### src/sv/kwm_pkg.sv
// ----------------------------------------------------------------------------
// kwm_pkg
// Shared sizes, codes, types and helpers for the k-way sorted merge block.
// ----------------------------------------------------------------------------
package kwm_pkg;

  localparam int LISTS     = 8;
  localparam int BUF_DEPTH = 8;

  localparam int LIST_W    = 3;
  localparam int VAL_W     = 32;
  localparam int CNT_W     = 4;
  localparam int KIND_W    = 2;
  localparam int LIDX_W    = (LISTS > 1) ? $clog2(LISTS) : 1;
  localparam int PTR_W     = (BUF_DEPTH > 1) ? $clog2(BUF_DEPTH) : 1;
  localparam int FILL_W    = $clog2(BUF_DEPTH + 1);
  localparam int MEM_DEPTH = LISTS * BUF_DEPTH;
  localparam int MEM_AW    = (MEM_DEPTH > 1) ? $clog2(MEM_DEPTH) : 1;

  localparam logic [CNT_W-1:0] LIST_COUNT_RESET = CNT_W'(8);

  localparam logic ACT_PUSH = 1'b0;
  localparam logic ACT_END  = 1'b1;

  localparam logic [KIND_W-1:0] KIND_ELEM  = 2'd0;
  localparam logic [KIND_W-1:0] KIND_EMPTY = 2'd1;
  localparam logic [KIND_W-1:0] KIND_OVER  = 2'd2;
  localparam logic [KIND_W-1:0] KIND_BAD   = 2'd3;

  typedef struct packed {
    logic clear;
    logic cand_valid;
  } scan_ctl_t;

  function automatic logic [PTR_W-1:0] ptr_inc(input logic [PTR_W-1:0] ptr);
    logic [PTR_W-1:0] res;
    if (ptr == PTR_W'(BUF_DEPTH - 1)) begin
      res = '0;
    end else begin
      res = ptr + PTR_W'(1);
    end
    return res;
  endfunction

  function automatic logic [MEM_AW-1:0] mem_addr(input logic [LIDX_W-1:0] lidx,
                                                 input logic [PTR_W-1:0] ptr);
    return MEM_AW'(lidx) * MEM_AW'(BUF_DEPTH) + MEM_AW'(ptr);
  endfunction

endpackage

### src/sv/kwm_buf_mem.sv
// ----------------------------------------------------------------------------
// kwm_buf_mem
// Storage for all list buffers: one write port, one registered read port.
// ----------------------------------------------------------------------------
module kwm_buf_mem
  import kwm_pkg::*;
(
  input  logic              clk,
  input  logic              we,
  input  logic [MEM_AW-1:0] waddr,
  input  logic [VAL_W-1:0]  wdata,
  input  logic [MEM_AW-1:0] raddr,
  output logic [VAL_W-1:0]  rdata
);

  logic [VAL_W-1:0] mem [MEM_DEPTH];

  always_ff @(posedge clk) begin
    if (we) begin
      mem[waddr] <= wdata;
    end
    rdata <= mem[raddr];
  end

endmodule

### src/sv/kwm_min_scan.sv
// ----------------------------------------------------------------------------
// kwm_min_scan
// Shared signed comparator that keeps the smallest head seen during a scan.
// ----------------------------------------------------------------------------
module kwm_min_scan
  import kwm_pkg::*;
(
  input  logic                    clk,
  input  logic                    rst,
  input  scan_ctl_t               ctl,
  input  logic [LIDX_W-1:0]       cand_idx,
  input  logic [VAL_W-1:0]        cand_value,
  output logic [LIDX_W-1:0]       best_idx,
  output logic signed [VAL_W-1:0] best_value
);

  logic have;
  logic take;

  // Strict less-than keeps the lowest list index on ties, since lists scan upward.
  assign take = ctl.cand_valid && (!have || ($signed(cand_value) < best_value));

  always_ff @(posedge clk) begin
    if (rst) begin
      have <= 1'b0;
    end else if (ctl.clear) begin
      have <= 1'b0;
    end else if (take) begin
      have <= 1'b1;
    end
  end

  always_ff @(posedge clk) begin
    if (take && !ctl.clear) begin
      best_idx   <= cand_idx;
      best_value <= $signed(cand_value);
    end
  end

endmodule

### src/sv/k_way_sorted_merge_top.sv
// ----------------------------------------------------------------------------
// k_way_sorted_merge_top
// Merges up to LISTS ascending signed streams into one ascending stream.
// A beat is checked in S_CHECK; a rejected beat gets its flag once the output is free,
// and the next can follow. An accepted beat stays busy through S_EVAL and, per element,
// S_SCAN over the lists in use, S_TAIL and S_EMIT; a result waiting on the output stalls it.
// Reset clears pointers, fill counts and ended marks and sets list_count to 8.
// ----------------------------------------------------------------------------
module k_way_sorted_merge_top
  import kwm_pkg::*;
(
  input  logic                     clk,
  input  logic                     rst,
  input  logic                     cfg_valid,
  output logic                     cfg_ready,
  input  logic [CNT_W-1:0]         cfg_data,
  input  logic                     in_valid,
  output logic                     in_ready,
  input  logic                     action,
  input  logic [LIST_W-1:0]        list_id,
  input  logic signed [VAL_W-1:0]  value,
  output logic                     out_valid,
  input  logic                     out_ready,
  output logic [KIND_W-1:0]        kind,
  output logic signed [VAL_W-1:0]  merged_value,
  output logic [LIST_W-1:0]        source_list,
  output logic                     last_of_run,
  output logic                     merge_done
);

  typedef enum logic [2:0] {
    S_IDLE,
    S_CHECK,
    S_EVAL,
    S_SCAN,
    S_TAIL,
    S_EMIT
  } state_t;

  state_t state;

  logic [CNT_W-1:0]  list_count;
  logic              act_r;
  logic [LIST_W-1:0] id_r;
  logic [VAL_W-1:0]  val_r;

  logic [PTR_W-1:0]  rd_ptr [LISTS];
  logic [PTR_W-1:0]  wr_ptr [LISTS];
  logic [FILL_W-1:0] fill   [LISTS];
  logic [LISTS-1:0]  ended;

  logic [LIDX_W-1:0] sc;
  logic              cand_v;
  logic [LIDX_W-1:0] cand_idx;

  logic [CNT_W-1:0]  n_use;
  logic [LISTS-1:0]  in_use;
  logic [LISTS-1:0]  ne;
  logic [LISTS-1:0]  ne_after;
  logic [LISTS-1:0]  pop_mask;
  logic [LIDX_W-1:0] sel;
  logic              bad;
  logic              over;
  logic              ready_now;
  logic              any_now;
  logic              complete_now;
  logic              ready_after;
  logic              any_after;
  logic              complete_after;
  logic              last_elem;
  logic              sc_last;
  logic              out_free;
  logic              emit_beat;

  logic              mem_we;
  logic [MEM_AW-1:0] mem_waddr;
  logic [MEM_AW-1:0] mem_raddr;
  logic [VAL_W-1:0]  mem_rdata;

  scan_ctl_t                ctl;
  logic [LIDX_W-1:0]        best_idx;
  logic signed [VAL_W-1:0]  best_value;

  assign in_ready  = (state == S_IDLE);
  assign cfg_ready = (state == S_IDLE);
  assign out_free  = !out_valid || out_ready;

  always_comb begin
    if (list_count == '0) begin
      n_use = CNT_W'(1);
    end else if (list_count > CNT_W'(LISTS)) begin
      n_use = CNT_W'(LISTS);
    end else begin
      n_use = list_count;
    end
    for (int i = 0; i < LISTS; i++) begin
      in_use[i] = CNT_W'(i) < n_use;
      ne[i]     = fill[i] != '0;
    end
  end

  always_comb begin
    case (state)
      S_CHECK: sel = LIDX_W'(id_r);
      S_SCAN:  sel = sc;
      default: sel = best_idx;
    endcase
  end

  always_comb begin
    bad  = ({1'b0, id_r} >= n_use) || ended[sel];
    over = (act_r == ACT_PUSH) && (fill[sel] == FILL_W'(BUF_DEPTH));

    ready_now    = &(ne | ended | ~in_use);
    any_now      = |(ne & in_use);
    complete_now = &((ended & ~ne) | ~in_use);

    pop_mask       = (fill[sel] == FILL_W'(1)) ? (LISTS'(1) << best_idx) : '0;
    ne_after       = ne & ~pop_mask;
    ready_after    = &(ne_after | ended | ~in_use);
    any_after      = |(ne_after & in_use);
    complete_after = &((ended & ~ne_after) | ~in_use);
    last_elem      = !(ready_after && any_after);

    sc_last = (CNT_W'(sc) == n_use - CNT_W'(1));

    emit_beat = out_free &&
                (((state == S_CHECK) && (bad || over)) ||
                 ((state == S_EVAL) && !(ready_now && any_now) && complete_now) ||
                 (state == S_EMIT));
  end

  assign mem_we    = (state == S_CHECK) && !bad && !over && (act_r == ACT_PUSH);
  assign mem_waddr = mem_addr(sel, wr_ptr[sel]);
  assign mem_raddr = mem_addr(sel, rd_ptr[sel]);

  assign ctl.clear      = (state == S_EVAL) && ready_now && any_now;
  assign ctl.cand_valid = cand_v;

  kwm_buf_mem u_mem (
    .clk   (clk),
    .we    (mem_we),
    .waddr (mem_waddr),
    .wdata (val_r),
    .raddr (mem_raddr),
    .rdata (mem_rdata)
  );

  kwm_min_scan u_min (
    .clk        (clk),
    .rst        (rst),
    .ctl        (ctl),
    .cand_idx   (cand_idx),
    .cand_value (mem_rdata),
    .best_idx   (best_idx),
    .best_value (best_value)
  );

  always_ff @(posedge clk) begin
    if (rst) begin
      state      <= S_IDLE;
      out_valid  <= 1'b0;
      cand_v     <= 1'b0;
      ended      <= '0;
      list_count <= LIST_COUNT_RESET;
      for (int i = 0; i < LISTS; i++) begin
        rd_ptr[i] <= '0;
        wr_ptr[i] <= '0;
        fill[i]   <= '0;
      end
    end else begin
      out_valid <= emit_beat || (out_valid && !out_ready);
      cand_v    <= (state == S_SCAN) && ne[sc];
      case (state)
        S_IDLE: begin
          if (cfg_valid) begin
            list_count <= cfg_data;
          end
          if (in_valid) begin
            act_r <= action;
            id_r  <= list_id;
            val_r <= value;
            state <= S_CHECK;
          end
        end
        S_CHECK: begin
          if (bad || over) begin
            if (out_free) begin
              kind         <= bad ? KIND_BAD : KIND_OVER;
              merged_value <= '0;
              source_list  <= id_r;
              last_of_run  <= 1'b1;
              merge_done   <= 1'b0;
              state        <= S_IDLE;
            end
          end else if (act_r == ACT_PUSH) begin
            wr_ptr[sel] <= ptr_inc(wr_ptr[sel]);
            fill[sel]   <= fill[sel] + FILL_W'(1);
            state       <= S_EVAL;
          end else begin
            ended[sel] <= 1'b1;
            state      <= S_EVAL;
          end
        end
        S_EVAL: begin
          if (ready_now && any_now) begin
            sc    <= '0;
            state <= S_SCAN;
          end else if (complete_now) begin
            if (out_free) begin
              kind         <= KIND_EMPTY;
              merged_value <= '0;
              source_list  <= id_r;
              last_of_run  <= 1'b1;
              merge_done   <= 1'b1;
              ended        <= '0;
              state        <= S_IDLE;
            end
          end else begin
            state <= S_IDLE;
          end
        end
        S_SCAN: begin
          cand_idx <= sc;
          if (sc_last) begin
            state <= S_TAIL;
          end else begin
            sc <= sc + LIDX_W'(1);
          end
        end
        S_TAIL: begin
          state <= S_EMIT;
        end
        S_EMIT: begin
          if (out_free) begin
            kind         <= KIND_ELEM;
            merged_value <= best_value;
            source_list  <= LIST_W'(best_idx);
            last_of_run  <= last_elem;
            merge_done   <= complete_after;
            rd_ptr[sel]  <= ptr_inc(rd_ptr[sel]);
            fill[sel]    <= fill[sel] - FILL_W'(1);
            if (complete_after) begin
              ended <= '0;
            end
            state <= last_elem ? S_IDLE : S_EVAL;
          end
        end
        default: begin
          state <= S_IDLE;
        end
      endcase
    end
  end

endmodule

### config.mk
export PLATFORM = sky130hd
export DESIGN_NAME = k_way_sorted_merge_top
export DESIGN_NICKNAME = d
export VERILOG_FILES = /design/src/sv/kwm_pkg.sv /design/src/sv/kwm_buf_mem.sv /design/src/sv/kwm_min_scan.sv /design/src/sv/k_way_sorted_merge_top.sv
export SDC_FILE = /design/constraint.sdc
export NUM_CORES = 2
export LEC_CHECK = 0
export BUFFER_PORTS_ARGS = -buffer_cell sky130_fd_sc_hd__buf_2
export CORE_AREA = 3 3 509 511
export CTS_BUF_LIST = sky130_fd_sc_hd__clkbuf_4 sky130_fd_sc_hd__clkbuf_8
export CTS_CLUSTER_DIAMETER = 200
export CTS_CLUSTER_SIZE = 30
export DETAILED_ROUTE_END_ITERATION = 7
export DIE_AREA = 0 0 512 514
export GPL_ROUTABILITY_DRIVEN = 0
export GPL_TIMING_DRIVEN = 0
export PLACE_DENSITY = 0.47
export SETUP_SLACK_MARGIN = 0.5
export SYNTH_ARGS = -nofsm -noshare
export SYNTH_HDL_FRONTEND = slang
export SYNTH_HIERARCHICAL = 1
export SYNTH_SLANG_ARGS = --single-unit
### constraint.sdc
create_clock -name clk -period 19.4 [get_ports clk]
set_input_delay 3.88 -clock clk [delete_from_list [all_inputs] [get_ports clk]]
set_output_delay 3.88 -clock clk [all_outputs]
set_load 0.005 [all_outputs]
# [Yosys cells after proc, flatten, opt, wreduce, memory -nomap -nowiden]
# Memories as Yosys holds them, arrays and structs flattened. A register that Yosys moved wholly into a read port is not among the register bits.
# Index checks and enable logic that the tools add are counted.
[classes] eq_ne=23 order_cmp=14 add_sub_neg=8 n_reduce_logical=62 shifts=1 n_bitwise=19 mux=95
[op_table] operator="$mux 32" count=5
[op_table] operator="$pmux 32 s3" count=1
[op_table] operator="$mux 3" count=28
[op_table] operator="$mux 8" count=8
[op_table] operator="$or 8x8->8" count=7
[op_table] operator="$reduce_and 8->1" count=6
[op_table] operator="$and 8x8->8" count=5
[op_table] operator="$lt 32x32->1" count=1
[op_table] operator="$not 8->8" count=4
[op_table] operator="$reduce_bool 4->1" count=8
[op_table] operator="$mux 1" count=31
[op_table] operator="$pmux 8 s3" count=1
[op_table] operator="$ne 2x2->1 const B" count=10
[op_table] operator="$pmux 3 s6" count=1
[op_table] operator="$logic_and 1x1->1" count=17
[op_table] operator="$lt 3x4->1 const A" count=4
[op_table] operator="$mux 4" count=4
[op_table] operator="$reduce_or 8->1" count=2
[op_table] operator="$mux 2" count=7
[op_table] operator="$add 6x3->6" count=2
[op_table] operator="$eq 3x3->1 const B" count=4
[op_table] operator="$pmux 3 s2" count=2
[op_table] operator="$add 3x1->3 const B" count=3
[op_table] operator="$pmux 3 s3" count=1
[op_table] operator="other kinds (34)" count=60
[word_totals] word_cells=244 inputBits=45 ramBits=2128 regBits=134 mem_count=4
[mem_list] name="u_mem.mem" depth=64 word_bits=32 rd=1 rd_ports_with_merged_regs=1 write_ports=1 line="kwm_buf_mem.sv:16" source="logic [VAL_W-1:0] mem [MEM_DEPTH];"
[mem_list] name="fill" depth=8 word_bits=4 rd=9 rd_ports_with_merged_regs=0 write_ports=8 line="k_way_sorted_merge_top.sv:49" source="logic [FILL_W-1:0] fill [LISTS];"
[mem_list] name="rd_ptr" depth=8 word_bits=3 rd=1 rd_ports_with_merged_regs=0 write_ports=8 line="k_way_sorted_merge_top.sv:47" source="logic [PTR_W-1:0] rd_ptr [LISTS];"
[mem_list] name="wr_ptr" depth=8 word_bits=3 rd=1 rd_ports_with_merged_regs=0 write_ports=8 line="k_way_sorted_merge_top.sv:48" source="logic [PTR_W-1:0] wr_ptr [LISTS];"

# [Depth between registers and ports, before layout]
[logic_depth] ltp_word=15 ltp_mapped=20 mapped_depth_nobuf=16

# [By module]
# The synthesis kept the hierarchy.
[by_module_without_submodules] module="kwm_buf_mem" area_per_inst_um2=78512.8 seq_area_each_um2=62139.6 instances=1 cells_each=3324
[by_module_without_submodules] module="k_way_sorted_merge_top" area_per_inst_um2=8689.6 seq_area_each_um2=5175.0 instances=1 cells_each=758
[by_module_without_submodules] module="kwm_min_scan" area_per_inst_um2=1889.3 seq_area_each_um2=1071.0 instances=1 cells_each=154

# [Least setup slack after synthesis]
# OpenSTA, ideal clock, no wires.
[synth_path] path_kind="register -> register" start="mem fill[1][1] (netlist bit)" end="reg u_min.best_idx[0], enable pin" stages_incl_launch_ff=9 arrival_ns=6.032 setup_time_ns=0.528 n_path_buf=0 required_time_ns=18.872 slack_ns=12.840 path_cell_list="edfxtp_1 nor4_1 o22ai_1 or4_1 o21bai_1 nor2b_1 nor4_1 nand2b_1 nor4b_1"
[synth_lines] item="start, declared" line="k_way_sorted_merge_top.sv:49"
[synth_lines] item="end signal, assigned" line="kwm_min_scan.sv:35" source="best_idx <= cand_idx;"
[synth_lines] item="end, declared" line="kwm_min_scan.sv:13" source="output logic [LIDX_W-1:0] best_idx,"

# [Final worst setup path]
[layout_path] start="reg sc[0]" end="reg u_mem.rdata[10], read port of u_mem.mem"
[layout_between] elab_chain_len=3
[layout_rtl] item="start, declared" line="k_way_sorted_merge_top.sv:52" source="logic [LIDX_W-1:0] sc;"
[layout_rtl] item="start signal, assigned" line="k_way_sorted_merge_top.sv:228" source="sc <= sc + LIDX_W'(1);"
[layout_rtl] item="$pmux 3 s2 (*)" line="k_way_sorted_merge_top.sv:103" source="case (state)"
[layout_rtl] item="$mem_v2 8x3"
[layout_rtl] item="$add 6x3->6 (*)" line="kwm_pkg.sv:47" source="return MEM_AW'(lidx) * MEM_AW'(BUF_DEPTH) + MEM_AW'(ptr);"
[layout_rtl] item="named net mem_raddr[3]" line="k_way_sorted_merge_top.sv:77" source="logic [MEM_AW-1:0] mem_raddr;"
[layout_rtl] item="end, declared" line="kwm_buf_mem.sv:13" source="output logic [VAL_W-1:0] rdata"
# Mark *: on every way through the listed nets, which the timed path passes. The rest lies on a longest branch.
# A chain may end at the register's enable or synchronous reset.

==> flow_metrics.tcl <==
set metrics [dict create \
    status "complete, no violations" \
    drtAntennaViolNets 0 \
    fp.coreArea_sq_um 254000 \
    drc_errors 0 \
    die_w_um 512 \
    crit_type "reg2reg" \
    wl_per_cell_um 36.4 \
    worstPathArrival_ps 9240 \
    rows 185 \
    yosysWarnings 6 \
    ys_types 78 \
    dp_cells 7887 \
    clkSlewWorstSetupHoldPaths_ps 170 \
    setup_viol 0 \
    crit_top_cell "buf_2" \
    cts_buffer_depth 3 \
    syn_inst 4236 \
    hold_viol_final 0 \
    maxCapViolCount 0 \
    synthFlopType "edfxtp_1" \
    drt_wl_total_um 292000 \
    drtIter0Drc 6351 \
    drive_gt1_share_pct 24.7 \
    fp.dieH_um 514 \
    grt_max_degree 36 \
    ys_async_sr_fraction_pct 0 \
    cts_root_buffer "clkbuf_8" \
    total_power_mw 9.02 \
    p_leak_nw 30.2 \
    ioPinCount 87 \
    fin_cells 8016 \
    antenna_found_initial 12 \
    powerDensity_nw_per_um2 90.3 \
    cts_setup_buffers 0 \
    hold_ws_ps 444 \
    ctsResizeCount 0 \
    grt_pass1_wl_um 395000 \
    maxSlewViolCount 0 \
    track_usage_pct 21.9 \
    crit_path_start_kind "register" \
    setup_tns_ps 0 \
    min_path_type "reg2reg" \
    cp_slowest_stage_delay_ps 1040 \
    fmax_mhz 118 \
    clock_sinks 2294 \
    cp.required_ps 20160 \
    overflow 0 \
    tightest_slew_ps 1470 \
    synth_seq_area_share_pct 76.8 \
    layout_min_cycle_time_ps 8480 \
    ys_seq_elements 2294 \
    postLayoutCoreUtil_pct 39.3 \
    regArea_sq_um 68400 \
    grt_setup_unrepaired "false" \
    clock_skew_ps 84.3 \
    multiInputGateArea_sq_um 19900 \
    hpwl_um 206000 \
    numPortBuffers 86 \
    grt_pass1_vias 44800 \
    fin_crit_sh_pct 43.7 \
    drt-vias-per-instance 5.73 \
    cp_cell_sequence "mux2i_1, mux2_4, inv_6, buf_6, clkbuf_1, nor3_1, a22oi_1, nand4_1, clkbuf_1, buf_2, buf_2, buf_2, nand2_1, o22ai_1, nor2_1, a21oi_1, nor2_1" \
    clkLatencyLatePin_ps 960 \
    cts_tree "done" \
    syn_avg_cell_area_sq_um 21.0 \
    synthesis.area_sq_um 89100 \
    synth_nets 4327 \
    cp_max_fo 18 \
    synth_edf_count 2244 \
    dieArea_sq_um 263000 \
    peakVddDrop_uv 50.1 \
    fillers 22600 \
    hold_buffers 0 \
    cts_buffers 86 \
    vias 45900 \
    cts_max_level 3 \
    start_util_pct 35.0 \
    max-slew-margin-rel_pct 2.30 \
    nNetsFinal 4700 \
    slowest_stage "nor3_1" \
    dr.pass1.iters 6 \
    end_kind "register" \
    area_growth_syn_to_layout_pct 12.1 \
]
## cell usage in the layout (no fill, tap or decap), types with 11 or more instances in the layout
cell type  netlist  final
buf_6            6     14
nand3b_1        17     17
mux4_2         549    549
o221ai_1        27     27
dfxtp_1         50     50
nand3_1         21     21
nor2_1         264    202
nor3_1          35     33
clkbuf_8         0     89
nor2_4           0     62
edfxtp_1      2244   2244
buf_4           27     33
nor2b_1         21     21
buf_2           63    151
nand2_1         83     83
inv_1           46     46
a21oi_1         97     97
diode_2          0     11
buf_12           0    122
nand2b_1        20     20
buf_1           14     13
clkbuf_1       118    113
a22oi_1         31     31
and3_1          40     39
clkbuf_4         0     25
o22ai_1         91     91
buf_16           0     54
o21ai_0         35     35
mux2i_1        116    116
ha_1            46     46
## registers in the layout, summed over array words and instances (netlist names), 2 cells and up
signal            count
u_mem/rdata          32
state                 3
u_mem/mem          2048
u_min/best_idx        3
sc                    3
list_count            4
kind                  2
cand_idx              3
rd_ptr               24
id_r                  3
fill                 32
merged_value         32
ended                 8
val_r                32
wr_ptr               24
source_list           3
u_min/best_value     32
## Yosys cell counts, types with 46 or more instances
library cell / count / area (sq um)
a21oi_1: 97 / 485
buf_2: 63 / 315
clkbuf_1: 118 / 443
dfxtp_1: 50 / 1000
edfxtp_1: 2244 / 67400
ha_1: 46 / 576
inv_1: 46 / 173
mux2i_1: 116 / 1160
mux4_2: 549 / 12400
nand2_1: 83 / 312
nor2_1: 264 / 991
o22ai_1: 91 / 569
## worst max-delay path, delay by kind of cell, from the launching register on
family                 cells  cell delay, ps
buffers and inverters      7            3090
muxes                      2             820
and+or+nand+nor            5            2400
AOI/OAI and AO/OA          3            1340
DFF                        1             580
## kinds of logic (layout without fill, tap and decap cells)
group | after synthesis | in the layout | synth area share (%)
AND/OR/NAND/NOR | 566 | 566 | 3.02
flip-flops | 2294 | 2294 | 76.8
buffers and inverters | 277 | 680 | 1.43
AO/OA/AOI/OAI | 372 | 372 | 2.77
other | 0 | 11 | 0
adder cells (fa/ha/maj) | 46 | 46 | 0.646
XOR/XNOR | 8 | 8 | 0.0786
multiplexers | 673 | 673 | 15.3
## layout make-up
type                    instances  area share [%]
clock inverters                 4          0.0426
clock buffers                 114            1.41
diodes                         11          0.0276
flip-flops and latches       2294            68.4
repair buffers                285            4.62
inverters                      48           0.185
multi-input cells            1665            19.9
plain buffers                 229            1.09
well taps                    3366            4.22
## stage by stage
stage,setup WS [ps],area [sq um]
after floorplan,12840,89100
after global placement,6810,93700
after detailed placement,11200,98400
after CTS,11190,99900
after global routing,10910,99900
final,10920,99900
## power by group
group          internal, mW  switching (mW)
Clock                 0.475            1.43
Sequential             5.49          0.0461
Combinational         0.585           0.989
## path summary, 6_finish.rpt
check / startpoint / cells past startpoint / slack (ps) / endpoint
max: sc[0] / 17 / 10920 / u_mem/rdata[10]
min reg2reg: cand_idx[0] / 0 / 440 / u_min/best_idx[0]
max reg2reg: sc[0] / 17 / 10920 / u_mem/rdata[10]
min: cand_idx[0] / 0 / 440 / u_min/best_idx[0]
## per-layer routing
layer,vias up,track usage (%),routed length (um)
li1,18200,-,-
met1,25500,31.2,125000
met2,1904,35.1,138000
met3,260,3.69,21600
met4,4,5.21,7240
met5,-,0,21
Power figures use the tool's default switching activity.
